### config.mk
export PLATFORM = sky130hd
export DESIGN_NAME = two_stack_queue_core
export DESIGN_NICKNAME = d
export VERILOG_FILES = /design/src/rtl/tsq_pkg.sv /design/src/rtl/two_stack_queue_core.sv /design/src/rtl/tsq_sequencer.sv /design/src/rtl/tsq_datapath.sv
export SDC_FILE = /design/constraint.sdc
export NUM_CORES = 1
export LEC_CHECK = 0
export ABC_AREA = 1
export BUFFER_PORTS_ARGS = -buffer_cell sky130_fd_sc_hd__buf_2
export CORE_MARGIN = 2
export CORE_UTILIZATION = 60
export DETAILED_ROUTE_END_ITERATION = 6
export HOLD_SLACK_MARGIN = 0.02
export PLACE_DENSITY = 0.82
export SYNTH_ARGS = -nofsm -noshare
export SYNTH_HDL_FRONTEND = slang
export SYNTH_SLANG_ARGS = --single-unit
### constraint.sdc
create_clock -name clk -period 4.3 [get_ports clk]
set_input_delay 0.86 -clock clk [delete_from_list [all_inputs] [get_ports clk]]
set_output_delay 0.86 -clock clk [all_outputs]
set_load 0.02 [all_outputs]
### src/rtl/tsq_pkg.sv
`timescale 1ns / 1ps
// ----------------------------------------------------------------------------
// Two-stack queue package
// Shared payload types, operation and status codes, and the control word and
// flag bundles that pass between the sequencer and the datapath.
// ----------------------------------------------------------------------------
package tsq_pkg;

	// Operation codes carried by an input item.
	localparam logic [1:0] OP_ENQ  = 2'd0;
	localparam logic [1:0] OP_DEQ  = 2'd1;
	localparam logic [1:0] OP_PEEK = 2'd2;
	localparam logic [1:0] OP_NOP  = 2'd3;

	// Status codes carried by a result item.
	localparam logic [1:0] ST_OK        = 2'd0;
	localparam logic [1:0] ST_OVERFLOW  = 2'd1;
	localparam logic [1:0] ST_UNDERFLOW = 2'd2;

	// Capacity register width and reset value.
	localparam int         CAP_W     = 5;
	localparam logic [4:0] CAP_RESET = 5'd16;

	// Microcode step address width.
	localparam int STEP_W = 4;

	// Branch condition codes of the control word.
	localparam logic [2:0] C_ALWAYS    = 3'd0;
	localparam logic [2:0] C_ACCEPT    = 3'd1;
	localparam logic [2:0] C_DISPATCH  = 3'd2;
	localparam logic [2:0] C_FULL      = 3'd3;
	localparam logic [2:0] C_EMPTY     = 3'd4;
	localparam logic [2:0] C_OUT_NZ    = 3'd5;
	localparam logic [2:0] C_IN_MORE   = 3'd6;
	localparam logic [2:0] C_SLOT_FREE = 3'd7;

	// Input item.
	typedef struct packed {
		logic        [1:0]  opcode;
		logic signed [31:0] push_value;
	} cmd_t;

	// Result item.
	typedef struct packed {
		logic        [1:0]  status;
		logic signed [31:0] read_value;
	} rsp_t;

	// One microcode word: branch control plus datapath actions.
	typedef struct packed {
		logic [2:0]        cond;
		logic [STEP_W-1:0] target_t;
		logic [STEP_W-1:0] target_f;
		logic              take;
		logic              push;
		logic              move;
		logic              pop_rd;
		logic              emit;
		logic [1:0]        status;
		logic              sel_rd;
	} ctl_t;

	// Datapath conditions sampled by the sequencer.
	typedef struct packed {
		logic       accept;
		logic [1:0] opcode;
		logic       full;
		logic       empty;
		logic       out_nz;
		logic       in_more;
		logic       slot_free;
	} flags_t;

endpackage

### src/rtl/two_stack_queue_core.sv
`timescale 1ns / 1ps
// ----------------------------------------------------------------------------
// Two-stack queue core
// First-in first-out queue built from an input stack and an output stack,
// controlled by a small microcoded sequencer.
//
//   Channel   Direction  Handshake             Payload
//   cmd       in         cmd_valid/cmd_stall   cmd_t: opcode, push_value
//   rsp       out        rsp_valid/rsp_stall   rsp_t: status, read_value
//   cfg       in         cfg_valid/cfg_ready   cfg_data: queue capacity
//
// One item at a time. A dequeue or peek with an empty output stack first
// transfers every entry of the input stack (at most DEPTH) to the output
// stack: the transfer moves one entry per cycle through the single read port
// of the input stack memory.
// Reset clears both counters and the capacity to 16; no clearing pass.
// A stalled result sits in the output register; the next item is taken once
// that result is in the register, and it waits only at its own result step.
// ----------------------------------------------------------------------------
module two_stack_queue_core import tsq_pkg::*; #(
	parameter int DEPTH      = 16,
	parameter int DATA_WIDTH = 32
) (
	input  logic             clk,
	input  logic             arst_n,
	input  logic             cmd_valid,
	output logic             cmd_stall,
	input  cmd_t             cmd,
	output logic             rsp_valid,
	input  logic             rsp_stall,
	output rsp_t             rsp,
	input  logic             cfg_valid,
	output logic             cfg_ready,
	input  logic [CAP_W-1:0] cfg_data
);

	logic [CAP_W-1:0] cap_q;
	ctl_t             ctl;
	flags_t           flags;

	// Capacity register: writes are always taken.
	assign cfg_ready = 1'b1;

	always_ff @(posedge clk or negedge arst_n) begin
		if (!arst_n) begin
			cap_q <= CAP_RESET;
		end else if (cfg_valid && cfg_ready) begin
			cap_q <= cfg_data;
		end
	end

	// Control program.
	tsq_sequencer u_seq (
		.clk    (clk),
		.arst_n (arst_n),
		.flags  (flags),
		.ctl    (ctl)
	);

	// Stacks, counters and result register.
	tsq_datapath #(
		.DEPTH      (DEPTH),
		.DATA_WIDTH (DATA_WIDTH)
	) u_dp (
		.clk       (clk),
		.arst_n    (arst_n),
		.ctl       (ctl),
		.flags     (flags),
		.capacity  (cap_q),
		.cmd_valid (cmd_valid),
		.cmd_stall (cmd_stall),
		.cmd       (cmd),
		.rsp_valid (rsp_valid),
		.rsp_stall (rsp_stall),
		.rsp       (rsp)
	);

endmodule

### src/rtl/tsq_sequencer.sv
`timescale 1ns / 1ps
// ----------------------------------------------------------------------------
// Two-stack queue sequencer
// Step counter and control store. Each step reads one control word that
// drives the datapath and selects the next step from a datapath flag.
// ----------------------------------------------------------------------------
module tsq_sequencer import tsq_pkg::*; (
	input  logic   clk,
	input  logic   arst_n,
	input  flags_t flags,
	output ctl_t   ctl
);

	// Step addresses of the program.
	localparam logic [STEP_W-1:0] S_FETCH     = 4'd0;
	localparam logic [STEP_W-1:0] S_DECODE    = 4'd1;
	localparam logic [STEP_W-1:0] S_ENQ_CHK   = 4'd2;
	localparam logic [STEP_W-1:0] S_ENQ_PUSH  = 4'd3;
	localparam logic [STEP_W-1:0] S_DQ_CHK    = 4'd4;
	localparam logic [STEP_W-1:0] S_REF_CHK   = 4'd5;
	localparam logic [STEP_W-1:0] S_MOVE      = 4'd6;
	localparam logic [STEP_W-1:0] S_FLUSH     = 4'd7;
	localparam logic [STEP_W-1:0] S_READ_TOP  = 4'd8;
	localparam logic [STEP_W-1:0] S_EMIT_DATA = 4'd9;
	localparam logic [STEP_W-1:0] S_EMIT_OK   = 4'd10;
	localparam logic [STEP_W-1:0] S_EMIT_OVF  = 4'd11;
	localparam logic [STEP_W-1:0] S_EMIT_UNF  = 4'd12;

	// Builds one control word.
	function automatic ctl_t mk(
		input logic [2:0]        cond,
		input logic [STEP_W-1:0] t,
		input logic [STEP_W-1:0] f,
		input logic              take,
		input logic              push,
		input logic              move,
		input logic              pop_rd,
		input logic              emit,
		input logic [1:0]        status,
		input logic              sel_rd
	);
		ctl_t w;
		w.cond     = cond;
		w.target_t = t;
		w.target_f = f;
		w.take     = take;
		w.push     = push;
		w.move     = move;
		w.pop_rd   = pop_rd;
		w.emit     = emit;
		w.status   = status;
		w.sel_rd   = sel_rd;
		return w;
	endfunction

	// Control store.
	function automatic ctl_t rom(input logic [STEP_W-1:0] a);
		ctl_t w;
		case (a)
			S_FETCH:     w = mk(C_ACCEPT, S_DECODE, S_FETCH, 1'b1, 1'b0, 1'b0, 1'b0,
				1'b0, ST_OK, 1'b0);
			S_DECODE:    w = mk(C_DISPATCH, S_FETCH, S_FETCH, 1'b0, 1'b0, 1'b0, 1'b0,
				1'b0, ST_OK, 1'b0);
			S_ENQ_CHK:   w = mk(C_FULL, S_EMIT_OVF, S_ENQ_PUSH, 1'b0, 1'b0, 1'b0, 1'b0,
				1'b0, ST_OK, 1'b0);
			S_ENQ_PUSH:  w = mk(C_ALWAYS, S_EMIT_OK, S_EMIT_OK, 1'b0, 1'b1, 1'b0, 1'b0,
				1'b0, ST_OK, 1'b0);
			S_DQ_CHK:    w = mk(C_EMPTY, S_EMIT_UNF, S_REF_CHK, 1'b0, 1'b0, 1'b0, 1'b0,
				1'b0, ST_OK, 1'b0);
			S_REF_CHK:   w = mk(C_OUT_NZ, S_READ_TOP, S_MOVE, 1'b0, 1'b0, 1'b0, 1'b0,
				1'b0, ST_OK, 1'b0);
			S_MOVE:      w = mk(C_IN_MORE, S_MOVE, S_FLUSH, 1'b0, 1'b0, 1'b1, 1'b0,
				1'b0, ST_OK, 1'b0);
			S_FLUSH:     w = mk(C_ALWAYS, S_READ_TOP, S_READ_TOP, 1'b0, 1'b0, 1'b0, 1'b0,
				1'b0, ST_OK, 1'b0);
			S_READ_TOP:  w = mk(C_ALWAYS, S_EMIT_DATA, S_EMIT_DATA, 1'b0, 1'b0, 1'b0, 1'b1,
				1'b0, ST_OK, 1'b0);
			S_EMIT_DATA: w = mk(C_SLOT_FREE, S_FETCH, S_EMIT_DATA, 1'b0, 1'b0, 1'b0, 1'b0,
				1'b1, ST_OK, 1'b1);
			S_EMIT_OK:   w = mk(C_SLOT_FREE, S_FETCH, S_EMIT_OK, 1'b0, 1'b0, 1'b0, 1'b0,
				1'b1, ST_OK, 1'b0);
			S_EMIT_OVF:  w = mk(C_SLOT_FREE, S_FETCH, S_EMIT_OVF, 1'b0, 1'b0, 1'b0, 1'b0,
				1'b1, ST_OVERFLOW, 1'b0);
			S_EMIT_UNF:  w = mk(C_SLOT_FREE, S_FETCH, S_EMIT_UNF, 1'b0, 1'b0, 1'b0, 1'b0,
				1'b1, ST_UNDERFLOW, 1'b0);
			default:     w = mk(C_ALWAYS, S_FETCH, S_FETCH, 1'b0, 1'b0, 1'b0, 1'b0,
				1'b0, ST_OK, 1'b0);
		endcase
		return w;
	endfunction

	// Entry step for each operation.
	function automatic logic [STEP_W-1:0] op_entry(input logic [1:0] op);
		logic [STEP_W-1:0] s;
		if (op == OP_ENQ) begin
			s = S_ENQ_CHK;
		end else if (op inside {OP_DEQ, OP_PEEK}) begin
			s = S_DQ_CHK;
		end else begin
			s = S_EMIT_OK;
		end
		return s;
	endfunction

	logic [STEP_W-1:0] upc_q;
	logic [STEP_W-1:0] upc_next;
	logic              taken;

	assign ctl = rom(upc_q);

	// Branch condition select.
	always_comb begin
		case (ctl.cond)
			C_ALWAYS:    taken = 1'b1;
			C_ACCEPT:    taken = flags.accept;
			C_FULL:      taken = flags.full;
			C_EMPTY:     taken = flags.empty;
			C_OUT_NZ:    taken = flags.out_nz;
			C_IN_MORE:   taken = flags.in_more;
			C_SLOT_FREE: taken = flags.slot_free;
			default:     taken = 1'b0;
		endcase
		if (ctl.cond == C_DISPATCH) begin
			upc_next = op_entry(flags.opcode);
		end else begin
			upc_next = taken ? ctl.target_t : ctl.target_f;
		end
	end

	// Step counter.
	always_ff @(posedge clk or negedge arst_n) begin
		if (!arst_n) begin
			upc_q <= S_FETCH;
		end else begin
			upc_q <= upc_next;
		end
	end

endmodule

### src/rtl/tsq_datapath.sv
`timescale 1ns / 1ps
// ----------------------------------------------------------------------------
// Two-stack queue datapath
// Input and output stack memories, their counters, the latched item and the
// result register, all driven by the sequencer's control word.
// ----------------------------------------------------------------------------
module tsq_datapath import tsq_pkg::*; #(
	parameter int DEPTH      = 16,
	parameter int DATA_WIDTH = 32
) (
	input  logic             clk,
	input  logic             arst_n,
	input  ctl_t             ctl,
	output flags_t           flags,
	input  logic [CAP_W-1:0] capacity,
	input  logic             cmd_valid,
	output logic             cmd_stall,
	input  cmd_t             cmd,
	output logic             rsp_valid,
	input  logic             rsp_stall,
	output rsp_t             rsp
);

	localparam int CNT_W  = $clog2(DEPTH + 1);
	localparam int ADDR_W = $clog2(DEPTH);
	localparam int CMP_W  = (CNT_W + 1 > CAP_W) ? CNT_W + 1 : CAP_W;

	logic [1:0]            op_q;
	logic [DATA_WIDTH-1:0] val_q;
	logic [DATA_WIDTH-1:0] val_ext;
	logic [CNT_W-1:0]      in_cnt_q;
	logic [CNT_W-1:0]      out_cnt_q;
	logic                  mv_pend_q;
	logic [DATA_WIDTH-1:0] in_rd_q;
	logic [DATA_WIDTH-1:0] out_rd_q;
	logic [DATA_WIDTH-1:0] in_mem  [DEPTH];
	logic [DATA_WIDTH-1:0] out_mem [DEPTH];
	logic [ADDR_W-1:0]     in_top;
	logic [ADDR_W-1:0]     out_top;
	logic [CNT_W-1:0]      in_dec;
	logic [CNT_W-1:0]      out_dec;
	logic [CMP_W-1:0]      cap_ext;
	logic [CMP_W-1:0]      eff_cap;
	logic [CMP_W-1:0]      fill;
	logic [31:0]           rd_trim;
	logic                  accept;
	logic                  slot_free;
	logic                  rsp_valid_q;
	rsp_t                  rsp_q;

	// Input handshake: items are taken only at the fetch step.
	assign cmd_stall = !ctl.take;
	assign accept    = ctl.take && cmd_valid;

	// Sign extension or truncation of the pushed value, and trimming or zero extension of the read value.
	generate
		if (DATA_WIDTH >= 32) begin : g_wide
			assign val_ext = DATA_WIDTH'($signed(cmd.push_value));
			assign rd_trim = out_rd_q[31:0];
		end else begin : g_narrow
			assign val_ext = cmd.push_value[DATA_WIDTH-1:0];
			assign rd_trim = 32'(out_rd_q);
		end
	endgenerate

	// Latched item.
	always_ff @(posedge clk) begin
		if (accept) begin
			op_q  <= cmd.opcode;
			val_q <= val_ext;
		end
	end

	// Stack pointers and fill compare.
	assign in_dec  = in_cnt_q - CNT_W'(1);
	assign out_dec = out_cnt_q - CNT_W'(1);
	assign in_top  = in_dec[ADDR_W-1:0];
	assign out_top = out_dec[ADDR_W-1:0];
	assign cap_ext = CMP_W'(capacity);
	assign eff_cap = (cap_ext > CMP_W'(DEPTH)) ? CMP_W'(DEPTH) : cap_ext;
	assign fill    = CMP_W'(in_cnt_q) + CMP_W'(out_cnt_q);

	// Input stack memory: push writes, a transfer step reads the top.
	always_ff @(posedge clk) begin
		if (ctl.push) begin
			in_mem[in_cnt_q[ADDR_W-1:0]] <= val_q;
		end
		if (ctl.move) begin
			in_rd_q <= in_mem[in_top];
		end
	end

	// Output stack memory: the transferred entry lands in the cycle after its read.
	always_ff @(posedge clk) begin
		if (mv_pend_q) begin
			out_mem[out_cnt_q[ADDR_W-1:0]] <= in_rd_q;
		end
		if (ctl.pop_rd) begin
			out_rd_q <= out_mem[out_top];
		end
	end

	// Counters and transfer pending flag.
	always_ff @(posedge clk or negedge arst_n) begin
		if (!arst_n) begin
			in_cnt_q  <= '0;
			out_cnt_q <= '0;
			mv_pend_q <= 1'b0;
		end else begin
			mv_pend_q <= ctl.move;
			if (ctl.push) begin
				in_cnt_q <= in_cnt_q + CNT_W'(1);
			end else if (ctl.move) begin
				in_cnt_q <= in_dec;
			end
			if (mv_pend_q) begin
				out_cnt_q <= out_cnt_q + CNT_W'(1);
			end else if (ctl.pop_rd && op_q == OP_DEQ) begin
				out_cnt_q <= out_dec;
			end
		end
	end

	// Result register: holds a finished item until the consumer takes it.
	assign slot_free = !rsp_valid_q || !rsp_stall;

	always_ff @(posedge clk or negedge arst_n) begin
		if (!arst_n) begin
			rsp_valid_q <= 1'b0;
		end else if (ctl.emit && slot_free) begin
			rsp_valid_q <= 1'b1;
		end else if (!rsp_stall) begin
			rsp_valid_q <= 1'b0;
		end
	end

	always_ff @(posedge clk) begin
		if (ctl.emit && slot_free) begin
			rsp_q.status     <= ctl.status;
			rsp_q.read_value <= ctl.sel_rd ? rd_trim : 32'd0;
		end
	end

	assign rsp_valid = rsp_valid_q;
	assign rsp       = rsp_q;

	// Flags for the sequencer.
	always_comb begin
		flags.accept    = accept;
		flags.opcode    = op_q;
		flags.full      = (fill >= eff_cap) || (in_cnt_q >= CNT_W'(DEPTH));
		flags.empty     = (in_cnt_q == '0) && (out_cnt_q == '0);
		flags.out_nz    = (out_cnt_q != '0);
		flags.in_more   = (in_cnt_q > CNT_W'(1));
		flags.slot_free = slot_free;
	end

`ifndef SYNTHESIS
	// Both stacks together never hold more than the memory depth.
	a_fill_bound: assert property (@(posedge clk) disable iff (!arst_n)
		fill <= CMP_W'(DEPTH))
		else $error("queue fill exceeds depth");

	// A push only happens with room on the input stack.
	a_push_room: assert property (@(posedge clk) disable iff (!arst_n)
		ctl.push |-> (in_cnt_q < CNT_W'(DEPTH)))
		else $error("push into a full input stack");

	// A transfer step only reads a nonempty input stack.
	a_move_src: assert property (@(posedge clk) disable iff (!arst_n)
		ctl.move |-> (in_cnt_q != '0))
		else $error("transfer from an empty input stack");

	// The top read never overlaps a pending transfer write and never sees
	// an empty output stack.
	a_pop_clean: assert property (@(posedge clk) disable iff (!arst_n)
		ctl.pop_rd |-> (!mv_pend_q && out_cnt_q != '0))
		else $error("output stack read while a transfer is in flight or empty");

	// A transfer always finishes by landing its entry on the output stack,
	// which advances the output count when the pending entry is written.
	a_move_lands: assert property (@(posedge clk) disable iff (!arst_n)
		ctl.move |-> ##2 (out_cnt_q == $past(out_cnt_q) + CNT_W'(1)))
		else $error("transfer write did not advance the output stack");
`endif

endmodule

==> results of run 1 <==
## final timing paths
| check | from | endpoint | slack, ns |
|---|---|---|---|
| max reg2reg | u_dp.out_cnt_q[0] | u_dp.out_rd_q[19] | 0.97 |
| max | u_dp.out_cnt_q[0] | u_dp.out_rd_q[19] | 0.97 |
| min | arst_n | u_seq.upc_q[1] | 0.14 |
| min in group clk | cmd[11] | u_dp.val_q[11] | 0.36 |
| min reg2reg | cap_q[0] | cap_q[0] | 0.55 |
| max in group asynchronous | arst_n | cap_q[4] | 3.79 |
## kinds of logic after synthesis
family,after synthesis,share of synthesized area [%]
flip-flops,1177,76.6
AND/OR/NAND/NOR,774,6.85
AO/OA/AOI/OAI,689,9.14
buffers and inverters,281,2.69
multiplexers,167,3.63
adder cells (fa/ha/maj),28,0.778
XOR/XNOR,14,0.299
other,1,0.00815
## per-stage QoR
| stage | cell area (sq um) | setup slack (ns) | instances | hold WS [ns] | total power, uW |
|---|---|---|---|---|---|
| 2_1_floorplan | 46000 | 0.970 | 3131 | 0.474 | 23900 |
| 3_3_place_gp | 47700 | 1.30 | 4099 | 0.523 | 26900 |
| 3_5_place_dp | 47700 | 1.10 | 4099 | 0.541 | 27600 |
| 4_1_cts | 51100 | 1.03 | 4301 | 0.140 | 37000 |
| 5_1_grt | 51100 | 0.852 | 4301 | 0.175 | 38800 |
| 6_report | 51100 | 0.966 | 4301 | 0.138 | 37100 |
## worst reg2reg max path: stages (launching register included)
cell and delay, ns:
dfrtp_4 0.52, inv_4 0.46, ha_1 0.39, xnor2_4 0.12
inv_2 0.82, o221ai_1 0.44, nand3_1 0.22, o21ai_1 0.10
## area by class of cell
type / instances / area [sq um]
clock inverter: 67 / 581
fill: 4746 / 24800
tap: 1030 / 1290
sequential: 1177 / 35200
multi-input combinational: 1673 / 9860
clock buffer: 135 / 2910
timing repair buffer: 138 / 951
inverter: 81 / 309
## cell usage after synthesis (2+ instances only)
cell type | count | share of area [%]
edfxtp_1 | 1156 | 75
nor2_1 | 576 | 4.7
o21ai_0 | 373 | 4.1
mux2i_1 | 167 | 3.6
clkbuf_1 | 107 | 0.87
o221ai_1 | 107 | 2.0
o22ai_1 | 89 | 1.2
nand2_1 | 83 | 0.68
inv_1 | 73 | 0.60
o32ai_1 | 62 | 1.2
nand3_1 | 59 | 0.64
buf_2 | 56 | 0.61
o21ai_1 | 50 | 0.54
nor3_1 | 30 | 0.33
ha_1 | 27 | 0.73
buf_4 | 26 | 0.42
dfrtp_1 | 20 | 1.1
buf_1 | 9 | 0.073
inv_2 | 8 | 0.065
xor2_1 | 8 | 0.15
nand2_2 | 7 | 0.095
nand2_4 | 6 | 0.15
nand4_1 | 5 | 0.068
a21oi_1 | 4 | 0.044
xnor2_1 | 4 | 0.076
nor2_4 | 3 | 0.073
buf_6 | 2 | 0.049
nor2_2 | 2 | 0.027
o211ai_1 | 2 | 0.033
## cells in the final DEF (no fill, tap or decap), drive strengths merged
cell type and n:
edfxtp 1156, nor2 581, o21ai 423, mux2i 167, buf 138, clkbuf 135, o221ai 107, nand2 97
o22ai 89, inv 85, o32ai 62, nand3 60, clkinv 48, nor3 30, ha 27, dfrtp 20
bufinv 9, xor2 9, clkinvlp 6, nand4 5, a21oi 5, xnor2 5, o211ai 2, a41oi 1
or2 1, fa 1, conb 1, dfstp 1
## where the power goes
group          switching, uW  leakage, uW  total [uW]  internal [uW]
logic                   8870      0.00459       13100           4200
registers                684       0.0107       14600          13900
clock network           4060      0.00169        9400           5340
total                  13600       0.0169       37100          23500
## flip-flops by register name (all words and copies together) (netlist names)
signal          flops
u_dp.in_mem       512
u_dp.out_mem      512
u_dp.rsp           34
u_dp.in_rd_q       32
u_dp.out_rd_q      32
u_dp.val_q         32
cap_q               5
u_dp.in_cnt_q       5
u_dp.out_cnt_q      5
u_seq.upc_q         4
u_dp.op_q           2
u_dp.mv_pend_q      1
u_dp.rsp_valid      1
## routing by layer
metal | vias to the layer above | wire length [um] | track usage [%]
li1 | 11900 | - | -
met1 | 13600 | 38600 | 34.4
met2 | 1659 | 53100 | 45.4
met3 | 281 | 9710 | 4.54
met4 | 4 | 3600 | 10.5
met5 | - | 27 | 0
==> flow_summary.toml, run 1 <==
[grt]
grt_overflow = 0
grt_pass1_wl_um = 158000
antenna_found_initial = 3
grt_max_degree = 191
gr-usage-all-layers_pct = 26.6
grt_pass1_vias = 27400

[worst_hold_path]
min_path_type = "input port to async pin"

[synth]
postSynthNetCount = 3203
synth_warnings = 0
synthArstFlopShare_pct = 1.78
synth_edf_count = 1156
ys_seq_area_share_pct = 76.6
synthCells = 3131
ys_seq_elements = 1177
ys_types = 39
syn-cell-area_sq_um = 46000
synth_ff_type = "edfxtp_1"
synth.avg_cell_area_sq_um = 14.7

[pwr]
power_density_nw_per_um2 = 725
irDropWorstVdd_v = 0.00100
leakagePower_uw = 0.0169

[layout]
drive_gt1_share_pct = 11.1
fin_util_pct = 67.3
fin_nets = 3254
syn_to_final_growth_pct = 11.2
diodes = 0

[floorplanning]
dieArea_sq_um = 78900
die_y_um = 281
ioPinCount = 81
coreArea_sq_um = 75900
rows = 101
die_w_um = 281
start_util_pct = 60.6

[worst_setup_path]
crit_buf_inv = 2
crit_fanout = 50
worstSetupPathType = "register to register"
crit_arrival_ns = 3.74
slowest_stage = "inv_2"
cp.depth = 7
cp_slowest_stage_delay_ns = 0.82
crit_chain = "inv_4 -> ha_1 -> xnor2_4 -> inv_2 -> o221ai_1 -> nand3_1 -> o21ai_1"
critical_path.top_delay_family = "buffers and inverters"
critPathCaptureType = "register"
critPathLaunchType = "register"
rr_worst_depth = 7
required_ns = 4.71

[drt]
drtIter0Drc = 3938
via_count = 27400
dr.pass1.iters = 6
routed_wirelength_um = 105000
avgViaCountPerCell = 6.38
drtAntennaViolNets = 0
drc = 0
wl_per_cell_um = 24.4

[cts]
clockBufferDepth = 3
cts_hold_buf = 0
clock_latency_ns = 0.67
cts_resized = 0
cts_sinks = 1177
root_buffer = "clkbuf_16"
cts_tree = "done"
cts_inserted_buffers = 111
path_clk_slew_ns = 0.06
post_cts_buffers = 0
htree_levels = 3

[sta]
finalClockSkew_ns = 0.0277
finalCritPeriodShare_pct = 77.5
worst_pin_slew_ns = 1.15
setup_viol = 0
maxSlewHeadroom_pct = 23.3
post-route-min-period_ns = 3.33
grt_setup_unrepaired = "no"
setup_tns_ns = 0
maxSlewViolCount = 0
hold_viol_final = 0
fmax_ghz = 0.300

[flow_run]
cap_violations = 0

[place]
place_congestion = 0.818
io_buffers = 79
hpwl_um = 56800

[status]
status = "complete, no violations"
Power figures use the tool's default switching activity.
==> run 2, diff against run 1 <==
--- a/config.mk
+++ b/config.mk
@@ -8,10 +8,10 @@
 export ABC_AREA = 1
 export BUFFER_PORTS_ARGS = -buffer_cell sky130_fd_sc_hd__buf_2
 export CORE_MARGIN = 2
-export CORE_UTILIZATION = 60
+export CORE_UTILIZATION = 56
 export DETAILED_ROUTE_END_ITERATION = 6
 export HOLD_SLACK_MARGIN = 0.02
-export PLACE_DENSITY = 0.82
+export PLACE_DENSITY = 0.8
 export SYNTH_ARGS = -nofsm -noshare
 export SYNTH_HDL_FRONTEND = slang
 export SYNTH_SLANG_ARGS = --single-unit
==> constraint.sdc (replaced) <==
create_clock -name clk -period 2.85 [get_ports clk]
set_input_delay 0.57 -clock clk [delete_from_list [all_inputs] [get_ports clk]]
set_output_delay 0.57 -clock clk [all_outputs]
set_load 0.02 [all_outputs]
==> run 2 against run 1 <==
Effect of this change: critical path depth is the same; first-iteration DRC count shrank 11%; setup slack lost 0.76 ns; global-route usage shrank 2.4 points; final cell count grew 1.7%.
==> flow_summary.toml, run 2 (synthesized netlist as in run 1, its figures left out) <==
[worst_setup_path]
crit_fanout = 25
cp.depth = 7
critPathCaptureType = "register"
crit_chain = "inv_6 -> ha_1 -> xnor2_4 -> buf_4 -> o21ai_0 -> o221ai_1 -> o21ai_1"
crit_buf_inv = 2
critical_path.top_delay_family = "XOR/XNOR gates"
slowest_stage = "xnor2_4"
r2r-start = "u_dp.out_cnt_q[0]"
crit_start = "u_dp.out_cnt_q[0]"
r2r_end = "u_dp.out_rd_q[18]"
crit_arrival_ns = 3.06
critPathLaunchType = "register"
reg2reg_slack_ns = 0.20
required_ns = 3.26
cp_slowest_stage_delay_ns = 0.61
worstSetupPathType = "register to register"
rr_worst_depth = 7

[grt]
grt_pass1_wl_um = 157000
use_met3_pct = 3.66
grt_max_degree = 174
grt.met2_usage_pct = 40.8
grt_overflow = 0
antenna_found_initial = 0
gr-usage-all-layers_pct = 24.3
top_usage_layer = "met2"
grt_pass1_vias = 26700
met1_usage_pct = 32.3

[sta]
setup_viol = 0
setup_tns_ns = 0
finalClockSkew_ns = 0.0286
fmax_ghz = 0.378
maxSlewHeadroom_pct = 34.1
worst_pin_slew_ns = 0.989
grt_setup_unrepaired = "no"
maxSlewViolCount = 0
hold_viol_final = 0
finalCritPeriodShare_pct = 92.9
whs_ns = 0.0511
worst_slack_ns = 0.203
post-route-min-period_ns = 2.65

[drt]
drc = 0
wl_per_cell_um = 23.6
drtAntennaViolNets = 0
drtIter0Drc = 3519
routed_wirelength_um = 103000
via_count = 27000
dr.pass1.iters = 6
avgViaCountPerCell = 6.17

[worst_hold_path]
hp-start = "cmd[29]"
hold_depth = 1
worstHoldEndpoint = "u_dp.val_q[29]"
min_path_type = "input port to register"

[cts]
cts_inserted_buffers = 111
cts_tree = "done"
cts_hold_buf = 1
htree_levels = 3
cts_resized = 0
root_buffer = "clkbuf_16"
cts_sinks = 1177
post_cts_buffers = 0
clockBufferDepth = 3
clock_latency_ns = 0.69
path_clk_slew_ns = 0.06

[layout]
fin_nets = 3283
diodes = 0
drive_gt1_share_pct = 11.9
syn_to_final_growth_pct = 12.9
instances_no_fill = 4373
layout_common_cells = "edfxtp_1, nor2_1, o21ai_0"
final_common_cell = "edfxtp_1"
fin_util_pct = 63.6

[floorplanning]
die_y_um = 291
dieArea_sq_um = 84500
coreArea_sq_um = 81700
ioPinCount = 81
start_util_pct = 56.3
die_w_um = 291
rows = 105

[pwr]
power_density_nw_per_um2 = 1090
irDropWorstVdd_v = 0.00184
leakagePower_uw = 0.0172

[flow_run]
cap_violations = 0

[place]
place_congestion = 0.828
io_buffers = 79
pre_cts_ws_ns = 0.266
place_inst = 4167
hpwl_um = 54600

[status]
status = "complete, no violations"
-- run 2: cell count changes in the layout (fill, tap and decap cells not counted), moves of 2 or more --
cell        previous run  this run
buf_12                 9        48
buf_4                 50        39
clkinvlp_4             6         2
clkbuf_1              22        25
clkinv_2              16        19
clkinv_4               1         4
inv_16                 0         3
inv_4                  2         0
-- run 2: final cells by class --
class                      count  area, sq um
clock buffer                 139         2950
clock inverter                66          576
fill                        5482        29800
inverter                      81          314
multi-input combinational   1673         9860
sequential                  1177        35200
tap                         1070         1340
timing repair buffer         167         1660
-- run 2: where the power goes --
part	internal (uW)	total (uW)	switching, uW
Sequential	21000	21900	894
Combinational	6940	20400	13500
Clock	8060	14300	6210
Total	36000	56600	20600
-- run 2: how the worst max path moves through the flow --
stage / end / slack (ns)
2_1_floorplan: u_dp.in_mem[0][0] / -0.33
3_3_place_gp: u_dp.out_rd_q[0] / 0.33
3_5_place_dp: u_dp.out_rd_q[8] / 0.27
4_1_cts: u_dp.out_rd_q[18] / 0.22
5_1_grt: u_seq.upc_q[0] / 0.05
6_report: u_dp.out_rd_q[18] / 0.20
-- run 2: metrics by stage --
step | cell area, sq um | power [uW]
final | 51900 | 56600
after global routing | 51900 | 59400
after CTS | 51900 | 56600
after detailed placement | 48400 | 42300
after global placement | 48400 | 41700
after floorplan | 46000 | 36000
-- run 2: per-layer routing --
metal	vias to the layer above	part of all wire, %
met5	-	0
met4	0	3.2
met3	251	9.1
met2	1497	50
met1	13200	38
li1	12000	-
